--- config.mk ---
export PLATFORM = sky130hd
export DESIGN_NAME = raw_string_literal_scanner
export DESIGN_NICKNAME = d
export VERILOG_FILES = /design/src/rtl/core/rsls_pkg.sv /design/src/rtl/core/rsls_delim_store.sv /design/src/rtl/core/rsls_step.sv /design/src/rtl/core/raw_string_literal_scanner.sv
export SDC_FILE = /design/constraint.sdc
export NUM_CORES = 1
export LEC_CHECK = 0
export ABC_CLOCK_PERIOD_IN_PS = 11500
export BUFFER_PORTS_ARGS = -buffer_cell sky130_fd_sc_hd__buf_2
export CAP_MARGIN = 40
export CORE_AREA = 5 5 218 220
export DETAILED_ROUTE_END_ITERATION = 6
export DIE_AREA = 0 0 223 225
export SLEW_MARGIN = 20
export SYNTH_ARGS = -nofsm -noshare
export SYNTH_HDL_FRONTEND = slang
export SYNTH_SLANG_ARGS = --single-unit
--- constraint.sdc ---
create_clock -name clock -period 11.5 [get_ports clock]
set_input_delay 1.15 -clock clock [delete_from_list [all_inputs] [get_ports clock]]
set_output_delay 1.15 -clock clock [all_outputs]
set_load 0.01 [all_outputs]
--- src/rtl/core/rsls_pkg.sv ---
package rsls_pkg;

   // Sizing
   localparam int MAX_DELIM   = 16;
   localparam int COUNT_BITS  = 16;
   localparam int STORE_DEPTH = MAX_DELIM + 1;
   localparam int IDX_W       = $clog2(STORE_DEPTH);
   localparam int LEN_W       = $clog2(STORE_DEPTH + 1);
   localparam int CH_W        = 21;
   localparam int OUT_LEN_W   = 16;
   localparam int SAT_W       = (COUNT_BITS > OUT_LEN_W) ? COUNT_BITS : OUT_LEN_W;

   // Character codes
   localparam logic [CH_W-1:0] CH_R         = CH_W'(8'h52);
   localparam logic [CH_W-1:0] CH_QUOTE     = CH_W'(8'h22);
   localparam logic [CH_W-1:0] CH_LPAREN    = CH_W'(8'h28);
   localparam logic [CH_W-1:0] CH_RPAREN    = CH_W'(8'h29);
   localparam logic [CH_W-1:0] CH_SPACE     = CH_W'(8'h20);
   localparam logic [CH_W-1:0] CH_BACKSLASH = CH_W'(8'h5C);
   localparam logic [CH_W-1:0] CH_TAB       = CH_W'(8'h09);
   localparam logic [CH_W-1:0] CH_VTAB      = CH_W'(8'h0B);
   localparam logic [CH_W-1:0] CH_FFEED     = CH_W'(8'h0C);
   localparam logic [CH_W-1:0] CH_NEWLINE   = CH_W'(8'h0A);

   typedef enum logic [2:0] {
      PH_EXPECT_R,
      PH_EXPECT_QUOTE,
      PH_DELIM,
      PH_BODY,
      PH_MATCH
   } phase_type;

   typedef enum logic [1:0] {
      ST_SCAN,
      ST_ACCEPT,
      ST_BAD,
      ST_END
   } status_type;

   typedef struct packed {
      logic [CH_W-1:0] ch;
      logic            text_end;
   } req_type;

   typedef struct packed {
      status_type           status;
      logic [OUT_LEN_W-1:0] length;
   } rsp_type;

   typedef struct packed {
      phase_type             phase;
      logic [LEN_W-1:0]      dlen;
      logic [LEN_W-1:0]      match_idx;
      logic [COUNT_BITS-1:0] count;
   } scan_state_type;

   typedef struct packed {
      logic            en;
      logic [IDX_W-1:0] idx;
      logic [CH_W-1:0]  data;
   } store_wr_type;

endpackage

--- src/rtl/core/rsls_delim_store.sv ---
module rsls_delim_store (
   input  logic                        clock,
   input  rsls_pkg::store_wr_type      wr,
   input  logic [rsls_pkg::IDX_W-1:0]  rd_idx,
   output logic [rsls_pkg::CH_W-1:0]   rd_data
);
   import rsls_pkg::*;

   // Delimiter characters followed by the closing quote
   logic [CH_W-1:0] store_ff [STORE_DEPTH];

   always_ff @(posedge clock) begin
      if (wr.en) begin
         store_ff[wr.idx] <= wr.data;
      end
   end

   assign rd_data = store_ff[rd_idx];

endmodule

--- src/rtl/core/rsls_step.sv ---
module rsls_step (
   input  rsls_pkg::req_type          beat,
   input  rsls_pkg::scan_state_type   cur,
   input  logic [rsls_pkg::CH_W-1:0]  want_raw,
   output rsls_pkg::scan_state_type   nxt,
   output rsls_pkg::store_wr_type     wr,
   output rsls_pkg::rsp_type          res
);
   import rsls_pkg::*;

   logic                  forbidden;
   logic [COUNT_BITS-1:0] count_inc;
   logic [CH_W-1:0]       want;
   logic [LEN_W-1:0]      match_next;
   logic [SAT_W-1:0]      cnt_ext;
   scan_state_type        upd;
   status_type            status;

   assign forbidden = (beat.ch == CH_SPACE) || (beat.ch == CH_RPAREN) ||
                      (beat.ch == CH_BACKSLASH) || (beat.ch == CH_TAB) ||
                      (beat.ch == CH_VTAB) || (beat.ch == CH_FFEED) ||
                      (beat.ch == CH_NEWLINE);

   // Saturating count
   assign count_inc  = (cur.count == '1) ? cur.count : cur.count + 1'b1;
   assign want       = (cur.match_idx < LEN_W'(STORE_DEPTH)) ? want_raw : '0;
   assign match_next = cur.match_idx + 1'b1;

   // One step of the scanner
   always_comb begin
      upd     = cur;
      status  = ST_SCAN;
      wr.en   = 1'b0;
      wr.idx  = cur.dlen[IDX_W-1:0];
      wr.data = beat.ch;
      if (beat.text_end) begin
         status = ST_END;
      end else begin
         case (cur.phase)
            PH_EXPECT_R: begin
               if (beat.ch == CH_R) begin
                  upd.phase = PH_EXPECT_QUOTE;
                  upd.count = count_inc;
               end else begin
                  status = ST_BAD;
               end
            end
            PH_EXPECT_QUOTE: begin
               if (beat.ch == CH_QUOTE) begin
                  upd.phase = PH_DELIM;
                  upd.count = count_inc;
               end else begin
                  status = ST_BAD;
               end
            end
            PH_DELIM: begin
               if (forbidden) begin
                  status = ST_BAD;
               end else if (beat.ch == CH_LPAREN) begin
                  wr.en     = (cur.dlen < LEN_W'(STORE_DEPTH));
                  wr.data   = CH_QUOTE;
                  upd.dlen  = cur.dlen + 1'b1;
                  upd.phase = PH_BODY;
                  upd.count = count_inc;
               end else if (cur.dlen >= LEN_W'(MAX_DELIM)) begin
                  status = ST_BAD;
               end else begin
                  wr.en     = 1'b1;
                  upd.dlen  = cur.dlen + 1'b1;
                  upd.count = count_inc;
               end
            end
            PH_BODY: begin
               if (beat.ch == CH_RPAREN) begin
                  upd.match_idx = '0;
                  upd.phase     = PH_MATCH;
               end
               upd.count = count_inc;
            end
            PH_MATCH: begin
               upd.count = count_inc;
               if (beat.ch == want) begin
                  upd.match_idx = match_next;
                  if (match_next >= cur.dlen) begin
                     status = ST_ACCEPT;
                  end
               end else if (beat.ch == CH_RPAREN) begin
                  upd.match_idx = '0;
               end else begin
                  upd.phase = PH_BODY;
               end
            end
            default: begin
               upd.phase = PH_EXPECT_R;
            end
         endcase
      end
   end

   // Length field, saturated to its width
   assign cnt_ext    = SAT_W'(upd.count);
   assign res.status = status;
   assign res.length = (cnt_ext > SAT_W'({OUT_LEN_W{1'b1}})) ? {OUT_LEN_W{1'b1}}
                                                            : cnt_ext[OUT_LEN_W-1:0];

   // Any terminal status returns to idle
   always_comb begin
      nxt = upd;
      if (status != ST_SCAN) begin
         nxt.phase     = PH_EXPECT_R;
         nxt.dlen      = '0;
         nxt.match_idx = '0;
         nxt.count     = '0;
      end
   end

endmodule

--- src/rtl/core/raw_string_literal_scanner.sv ---
// Raw string literal scanner: takes one code point per beat (or an end-of-text
// mark) and follows a C++ raw string literal R"delim(body)delim", giving one
// result beat per input beat with a status (scanning, accepted on the closing
// quote, malformed, or text ended unterminated) and the saturating count of
// characters consumed so far. Delimiters longer than 16 characters are
// malformed. A new beat is taken every cycle unless the output stalls; each
// result is registered, the path being input register, one step of scan
// logic with a single delimiter-store read, then the result register.
module raw_string_literal_scanner (
   input  logic              clock,
   input  logic              reset,
   input  logic              req_valid,
   output logic              req_stall,
   input  rsls_pkg::req_type req_data,
   output logic              rsp_valid,
   input  logic              rsp_stall,
   output rsls_pkg::rsp_type rsp_data
);
   import rsls_pkg::*;

   logic            in_valid_ff, in_valid_in;
   req_type         in_data_ff;
   logic            out_valid_ff, out_valid_in;
   rsp_type         out_data_ff;
   scan_state_type  state_ff, state_in;
   store_wr_type    wr;
   store_wr_type    wr_gated;
   rsp_type         step_res;
   logic [CH_W-1:0] want_raw;
   logic            out_free;
   logic            fire;

   // Handshake
   assign out_free    = !out_valid_ff || !rsp_stall;
   assign fire        = in_valid_ff && out_free;
   assign req_stall   = in_valid_ff && !out_free;
   assign in_valid_in = (req_valid && !req_stall) ? 1'b1 : (fire ? 1'b0 : in_valid_ff);
   assign out_valid_in = fire ? 1'b1 : (rsp_stall ? out_valid_ff : 1'b0);

   // Store writes only on a step that is taken
   assign wr_gated.en   = wr.en && fire;
   assign wr_gated.idx  = wr.idx;
   assign wr_gated.data = wr.data;

   rsls_delim_store u_store (
      .clock   (clock),
      .wr      (wr_gated),
      .rd_idx  (state_ff.match_idx[IDX_W-1:0]),
      .rd_data (want_raw)
   );

   rsls_step u_step (
      .beat     (in_data_ff),
      .cur      (state_ff),
      .want_raw (want_raw),
      .nxt      (state_in),
      .wr       (wr),
      .res      (step_res)
   );

   // Control
   always_ff @(posedge clock) begin
      if (reset) begin
         in_valid_ff  <= 1'b0;
         out_valid_ff <= 1'b0;
         state_ff     <= '{phase: PH_EXPECT_R, dlen: '0, match_idx: '0, count: '0};
      end else begin
         in_valid_ff  <= in_valid_in;
         out_valid_ff <= out_valid_in;
         if (fire) begin
            state_ff <= state_in;
         end
      end
   end

   // Payload
   always_ff @(posedge clock) begin
      if (req_valid && !req_stall) begin
         in_data_ff <= req_data;
      end
      if (fire) begin
         out_data_ff <= step_res;
      end
   end

   assign rsp_valid = out_valid_ff;
   assign rsp_data  = out_data_ff;

   // Checks
   a_idle_empty: assert property (@(posedge clock) disable iff (reset)
      state_ff.phase == PH_EXPECT_R |-> state_ff.count == '0 && state_ff.dlen == '0)
      else $error("idle phase with leftover count or delimiter");

   a_match_bound: assert property (@(posedge clock) disable iff (reset)
      state_ff.phase == PH_MATCH |-> state_ff.match_idx < state_ff.dlen)
      else $error("match index beyond stored delimiter");

   a_terminal_idle: assert property (@(posedge clock) disable iff (reset)
      fire && step_res.status != ST_SCAN |=> state_ff.phase == PH_EXPECT_R)
      else $error("terminal status did not return to idle");

   a_dlen_bound: assert property (@(posedge clock) disable iff (reset)
      state_ff.dlen <= LEN_W'(STORE_DEPTH))
      else $error("delimiter length overflow");

endmodule
==> results of run 1 <==
[power by group]
part | leakage, µW | internal (µW) | switching [µW] | total [µW]
Sequential | 0.00387 | 1730 | 17.6 | 1740
Clock | 0.000674 | 814 | 586 | 1400
Combinational | 0.00195 | 16.3 | 30.0 | 46.3
Total | 0.00649 | 2560 | 633 | 3190
[metrics by stage]
stage	util [%]	area, µm²	instances
floorplan	-	17980	1103
global placement	41.87	18880	1711
detailed placement	42.08	18970	1715
CTS	45.19	20380	1796
global route	45.31	20430	1800
finish	45.31	20430	1800
[per-layer routing]
| metal | wire [µm] | global-route usage (%) | up-vias |
|---|---|---|---|
| li1 | - | - | 4527 |
| met1 | 18810 | 23.93 | 5234 |
| met2 | 20650 | 27.64 | 395 |
| met3 | 3426 | 3.660 | 76 |
| met4 | 1060 | 5.059 | 0 |
| met5 | 0 | 0 | - |
[worst reg2reg max path: cells and delay by family (launching register included)]
kind / cells / cell delay (ps)
mux: 2 / 930
flops: 1 / 580
simple gates: 4 / 1100
compound gates: 3 / 1170
buf+inv: 1 / 670
[cell type report]
cell class                 count  area, µm²  area share (%)
clock buffer                  56       1177           5.763
multi-input combinational    576       4925           24.11
tap                          600      750.7           3.675
clock inverter                25      225.2           1.102
inverter                      26      97.59          0.4777
sequential                   433      12650           61.92
timing repair buffer          84      604.3           2.958
[cells by family after synthesis]
logic type,count (synthesis),share of synthesized area [%]
compound gates,176,7.169
flops,433,70.32
fa+ha+maj,11,0.7656
xor+xnor,16,0.7795
mux,133,11.44
buf+inv,94,2.582
simple gates,240,6.946
[cells in the final DEF, fill, tap and decap left out, types with 10 or more instances in the layout]
cell       Yosys  final
nor2_1        38     22
clkbuf_1      34     10
mux2i_1       58     58
mux4_2        56     56
nand2b_1      11     11
edfxtp_1     397    397
nand2_1       65     65
ha_1          11     11
a22oi_1       17     17
clkinv_1       1     13
nor3_1        13     13
and3_1        13     13
a22o_1        12     12
mux2_2        19     19
o22ai_1       12     12
buf_2         17     45
nor2_2         1     17
a21oi_1       24     24
nand3_1       25     25
dfxtp_1       36     33
and2_1        10     10
inv_1         25     25
nand4_1       10     10
buf_4          6     32
clkbuf_16      0     45
o21ai_0       21     21
[worst min path at each step]
stage,from,endpoint,slack [ps],cells past startpoint
after floorplan,in_valid_ff,rsp_valid,450,2
after global placement,in_valid_ff,rsp_valid,480,2
after detailed placement,in_valid_ff,rsp_valid,490,2
after CTS,in_valid_ff,rsp_valid,510,2
after global routing,state_ff[25],state_ff[25],550,2
final,in_valid_ff,rsp_valid,500,2
[Yosys cell counts (7+ instances only)]
master and instances:
nand2_1 65, clkbuf_1 34, or3_1 9, nor2b_1 10, ha_1 11, a22oi_1 17, nand3_1 25, nand4_1 10
nor4_1 9, o22ai_1 12, a22o_1 12, o21a_1 7, dfxtp_1 36, mux4_2 56, a21oi_1 24, inv_1 25
and2_1 10, xor2_1 9, xnor2_1 7, and3_1 13, edfxtp_1 397, a32o_1 9, o21ai_0 21, nand2b_1 11
nor3_1 13, buf_6 9, mux2_2 19, o31ai_1 9, mux2i_1 58, nor2_1 38, buf_2 17
[sequential cells by signal, summed over array words and instances (netlist names), named ones only]
name / flops
rsp_data: 18
state_ff: 29
u_store.store_ff: 357
in_data_ff: 22
in_valid_ff: 1
rsp_valid: 1
==> impl_metrics.yaml, run 1 <==
run_status:
  status: "complete, no violations"
timing:
  grt_setup_unrepaired: "false"
  setup_violations: 0
  hold_viol: 0
  layout_setup_ws_ps: 7008
  period_share_pct: 39.06
  timing.hold.ws_ps: 498.9
  finClkSkew_ps: 16.24
  slew_headroom_pct: 46.45
  tightest_slew_ps: 797.8
  finalSetupTns_ps: 0
  fin_crit_ps: 4492
  slew_viol_final: 0
  max_freq_mhz: 222.6
layout:
  syn2layout_area_growth_pct: 13.63
  fillers: 3942
  final_nets: 1203
  antenna_cells: 0
  layout-drive-gt1-share_pct: 21.17
yosys:
  yosys-top-cells-area: "edfxtp_1 (66%), mux4_2 (7.0%), dfxtp_1 (4.0%)"
  ys_types: 72
  syn_avg_cell_area_um2: 16.30
  synth-async-reset-ratio_pct: 0
  synth_area_um2: 17980
  synth_edf_count: 397
  ys_ff_latch: 433
  syn_inst: 1103
  synthFlopType: "edfxtp_1"
  yosysTopAreaCell: "edfxtp_1"
  yosysWarnings: 0
  synth_nets: 1140
  synth_top_area_share_pct: 66.31
  synth.yosys.seq_area_share_pct: 70.32
critical_path:
  cp-endpoint: "state_ff[1]"
  start_kind: "flop"
  crit_chain: "buf_4, mux4_2, mux2_2, a32o_1, a311oi_1, nor4b_1, and4_1, and4_4, nor2_2, a22o_1"
  worst_r2r_path_depth: 10
  rrSetupSlack_ps: 7010
  path_buf_inv: 1
  worstPathRequired_ps: 12000
  slowest_delay_ps: 670
  crit_type: "reg2reg"
  crit_cells: 10
  worst_r2r_endpoint: "state_ff[1]"
  arrival_ps: 4990
  worst_setup_path_end_kind: "flop"
  cp_slowest_cell: "a311oi_1"
  path_delay_family: "compound AO/OA/AOI/OAI gates"
  cp_max_fo: 38
clocking:
  cts_setup_buffers: 0
  insertion_delay_ps: 570
  cts_resized: 0
  clk_pin_slew_ps: 60
  root_buffer: "clkbuf_16"
  cts_buffer_depth: 3
  clock-sinks: 433
  ctsHoldBuffers: 0
  h-tree-depth: 2
  cts_tree: "yes"
  cts_made_buffers: 45
worst_hold_path:
  hp-class: "reg2reg"
placed_design:
  dp_hpwl_um: 26300
  gp_congestion: 0.8452
  portBuffers: 45
  place_ws_ps: 7016
drt:
  first_pass_iters: 5
  wirelength_um: 43950
  vias: 10230
  routedWlPerCell_um: 24.42
  drc_errors: 0
  first_iter_violations: 1086
  vias_per_cell: 5.684
  ant_nets: 0
die:
  core_area_um2: 45090
  die_w_um: 223
  die_area_um2: 50180
  start_util_pct: 39.87
  row_count: 78
  die_h_um: 225
  io_pins: 46
flow_run:
  cap_violations: 0
global_routing:
  grt_pass1_wl_um: 65280
  grt_max_degree: 44
  grt_overflow_total: 0
  grt_usage_pct: 17.22
  grt_pass1_vias: 10170
  antenna_found_initial: 0
pwr:
  power.density_nw_per_um2: 156.1
  p_leak_uw: 0.006490
  total_power_uw: 3190
  irDropWorstVdd_uv: 112.3
(Power assumes the default switching activity.)
==> run 2: changes to the inputs <==
--- a/config.mk
+++ b/config.mk
@@ -5,7 +5,7 @@
 export SDC_FILE = /design/constraint.sdc
 export NUM_CORES = 1
 export LEC_CHECK = 0
-export ABC_CLOCK_PERIOD_IN_PS = 11500
+export ABC_CLOCK_PERIOD_IN_PS = 4400
 export BUFFER_PORTS_ARGS = -buffer_cell sky130_fd_sc_hd__buf_2
 export CAP_MARGIN = 40
 export CORE_AREA = 5 5 218 220
==> constraint.sdc (replaced) <==
create_clock -name clock -period 4.4 [get_ports clock]
set_input_delay 0.44 -clock clock [delete_from_list [all_inputs] [get_ports clock]]
set_output_delay 0.44 -clock clock [all_outputs]
set_load 0.01 [all_outputs]
==> run 2 against run 1 <==
Effect of this change: clock power grew to 2.5 times the previous value; critical path depth grew 1; cell area increased by 3.1%; non-clock buffer count grew 64; die area is the same; flip-flop and latch count unchanged; final cell count rose by 3.7%; sequential power increased to 2.6 times the previous value; sequential share of layout area decreased by 1.9 points; register-to-register slack worse by 6600 ps; routed wire length is 1.3% higher.
==> impl_metrics.yaml, run 2 (synthesis gave the netlist of run 1 again) <==
timing:
  finalSetupTns_ps: 0
  slew_viol_final: 0
  max_freq_mhz: 247.9
  hold_viol: 0
  grt_setup_unrepaired: "false"
  slew_headroom_pct: 44.57
  timing.hold.ws_ps: 35.72
  setup_violations: 0
  period_share_pct: 91.70
  tightest_slew_ps: 810.5
  finClkSkew_ps: 15.81
  fin_crit_ps: 4035
pwr:
  p_sw_uw: 1677
  clkPwrFrac_pct: 43.2
  irDropWorstVdd_uv: 278.4
  seqPwrFrac_pct: 54.9
  swShare_pct: 20.33
  total_power_uw: 8248
  comb_power_share_pct: 1.9
  p_leak_uw: 0.006837
  power.density_nw_per_um2: 391.6
  internal-power_uw: 6571
placed_design:
  gp_congestion: 0.8309
  dp_hpwl_um: 27760
  portBuffers: 45
  dp_cells: 1781
clocking:
  cts_tree: "yes"
  h-tree-depth: 2
  root_buffer: "clkbuf_16"
  clk_pin_slew_ps: 60
  ctsHoldBuffers: 0
  insertion_delay_ps: 580
  clock-sinks: 433
  cts_made_buffers: 45
  cts_setup_buffers: 0
  cts_buffer_depth: 3
  cts_resized: 0
critical_path:
  crit_chain: "o41ai_2, buf_12, and2_1, buf_4, o2bb2a_1, and3_1, a2111oi_0, nand4b_1, nor3_2, o31a_1, o21ai_0"
  cp_slowest_cell: "a2111oi_0"
  cp_max_fo: 14
  slowest_delay_ps: 710
  arrival_ps: 4470
  start_kind: "flop"
  worstPathRequired_ps: 4840
  worst_setup_path_end_kind: "flop"
  crit_type: "reg2reg"
global_routing:
  grt_pass1_vias: 10230
  grt_pass1_wl_um: 66650
  antenna_found_initial: 0
  grt_overflow_total: 0
  grt_usage_pct: 17.58
  grt_max_degree: 36
layout:
  final_common_cell: "edfxtp_1"
  multi_input_area_um2: 4937
  largest_registers: "u_store.store_ff: 357 flops, state_ff: 29 flops, in_data_ff: 22 flops"
  stdcell_count: 1866
  final_nets: 1267
  largest_reg_flops: 357
  top_register: "u_store.store_ff"
  layout_common_cells: "edfxtp_1 (397), buf_4 (82), nand2_1 (65), mux2i_1 (58), mux4_2 (56)"
  fillers: 3849
  layout-drive-gt1-share_pct: 25.04
  syn2layout_area_growth_pct: 17.16
  ff_latch_area_um2: 12650
  antenna_cells: 0
die:
  io_pins: 46
  row_count: 78
  core_area_um2: 45090
  die_w_um: 223
  start_util_pct: 39.87
  die_area_um2: 50180
  die_h_um: 225
drt:
  vias_per_cell: 5.538
  first_pass_iters: 5
  vias: 10330
  ant_nets: 0
  routedWlPerCell_um: 23.85
  wirelength_um: 44510
  drc_errors: 0
  first_iter_violations: 1018
flow_run:
  cap_violations: 0
worst_hold_path:
  hp-class: "in2reg"
run_status:
  status: "complete, no violations"
-- run 2: final cells by class --
type,count,share of cell area [%]
inverters,26,0.4634
clock inverters,23,0.6891
repair buffers,148,5.976
flip-flops and latches,433,60.05
well taps,600,3.564
clock buffers,60,5.810
multi-input cells,576,23.44
-- run 2: per-layer routing --
| layer | up-vias | GRT usage, % | share of wire [%] |
|---|---|---|---|
| met2 | 301 | 29.10 | 48 |
| met4 | 0 | 5.316 | 2.6 |
| met5 | - | 0 | 0 |
| met3 | 71 | 2.696 | 5.2 |
| li1 | 4670 | - | - |
| met1 | 5292 | 24.29 | 44 |
-- run 2: worst paths after layout --
| kind | start | to | slack, ps | cells after the start |
|---|---|---|---|---|
| worst min-delay path | req_data[13] | in_data_ff[13] | 40 | 1 |
| worst max-delay path | state_ff[16] | flop | 370 | 11 |
| worst min register to register | in_valid_ff | rsp_valid | 480 | 2 |
| worst max register to register | state_ff[16] | flop | 370 | 11 |
-- run 2: worst max-delay path, delay by kind of cell, from the launching register on --
kind | cells | cell delay [ps]
AO/OA/AOI/OAI | 5 | 1830
buffers and inverters | 2 | 440
flip-flops | 1 | 380
AND/OR/NAND/NOR | 4 | 1240
-- run 2: stage by stage --
stage | utilization (%) | area (µm²) | setup WS, ps
2_1_floorplan | - | 17980 | 693.8
3_3_place_gp | 43.54 | 19630 | 470.0
3_5_place_dp | 43.61 | 19660 | 407.9
4_1_cts | 46.64 | 21030 | 385.5
5_1_grt | 46.71 | 21060 | 228.2
6_report | 46.71 | 21060 | 365.4
-- run 2: power groups by stage --
stage                     Clock, µW  Combinational [µW]  Sequential, µW
after floorplan                   0                73.3            4610
after global placement            0                 142            4620
after detailed placement          0                 149            4620
after CTS                      3640                 149            4540
after global routing           3820                 171            4530
final                          3560                 159            4530
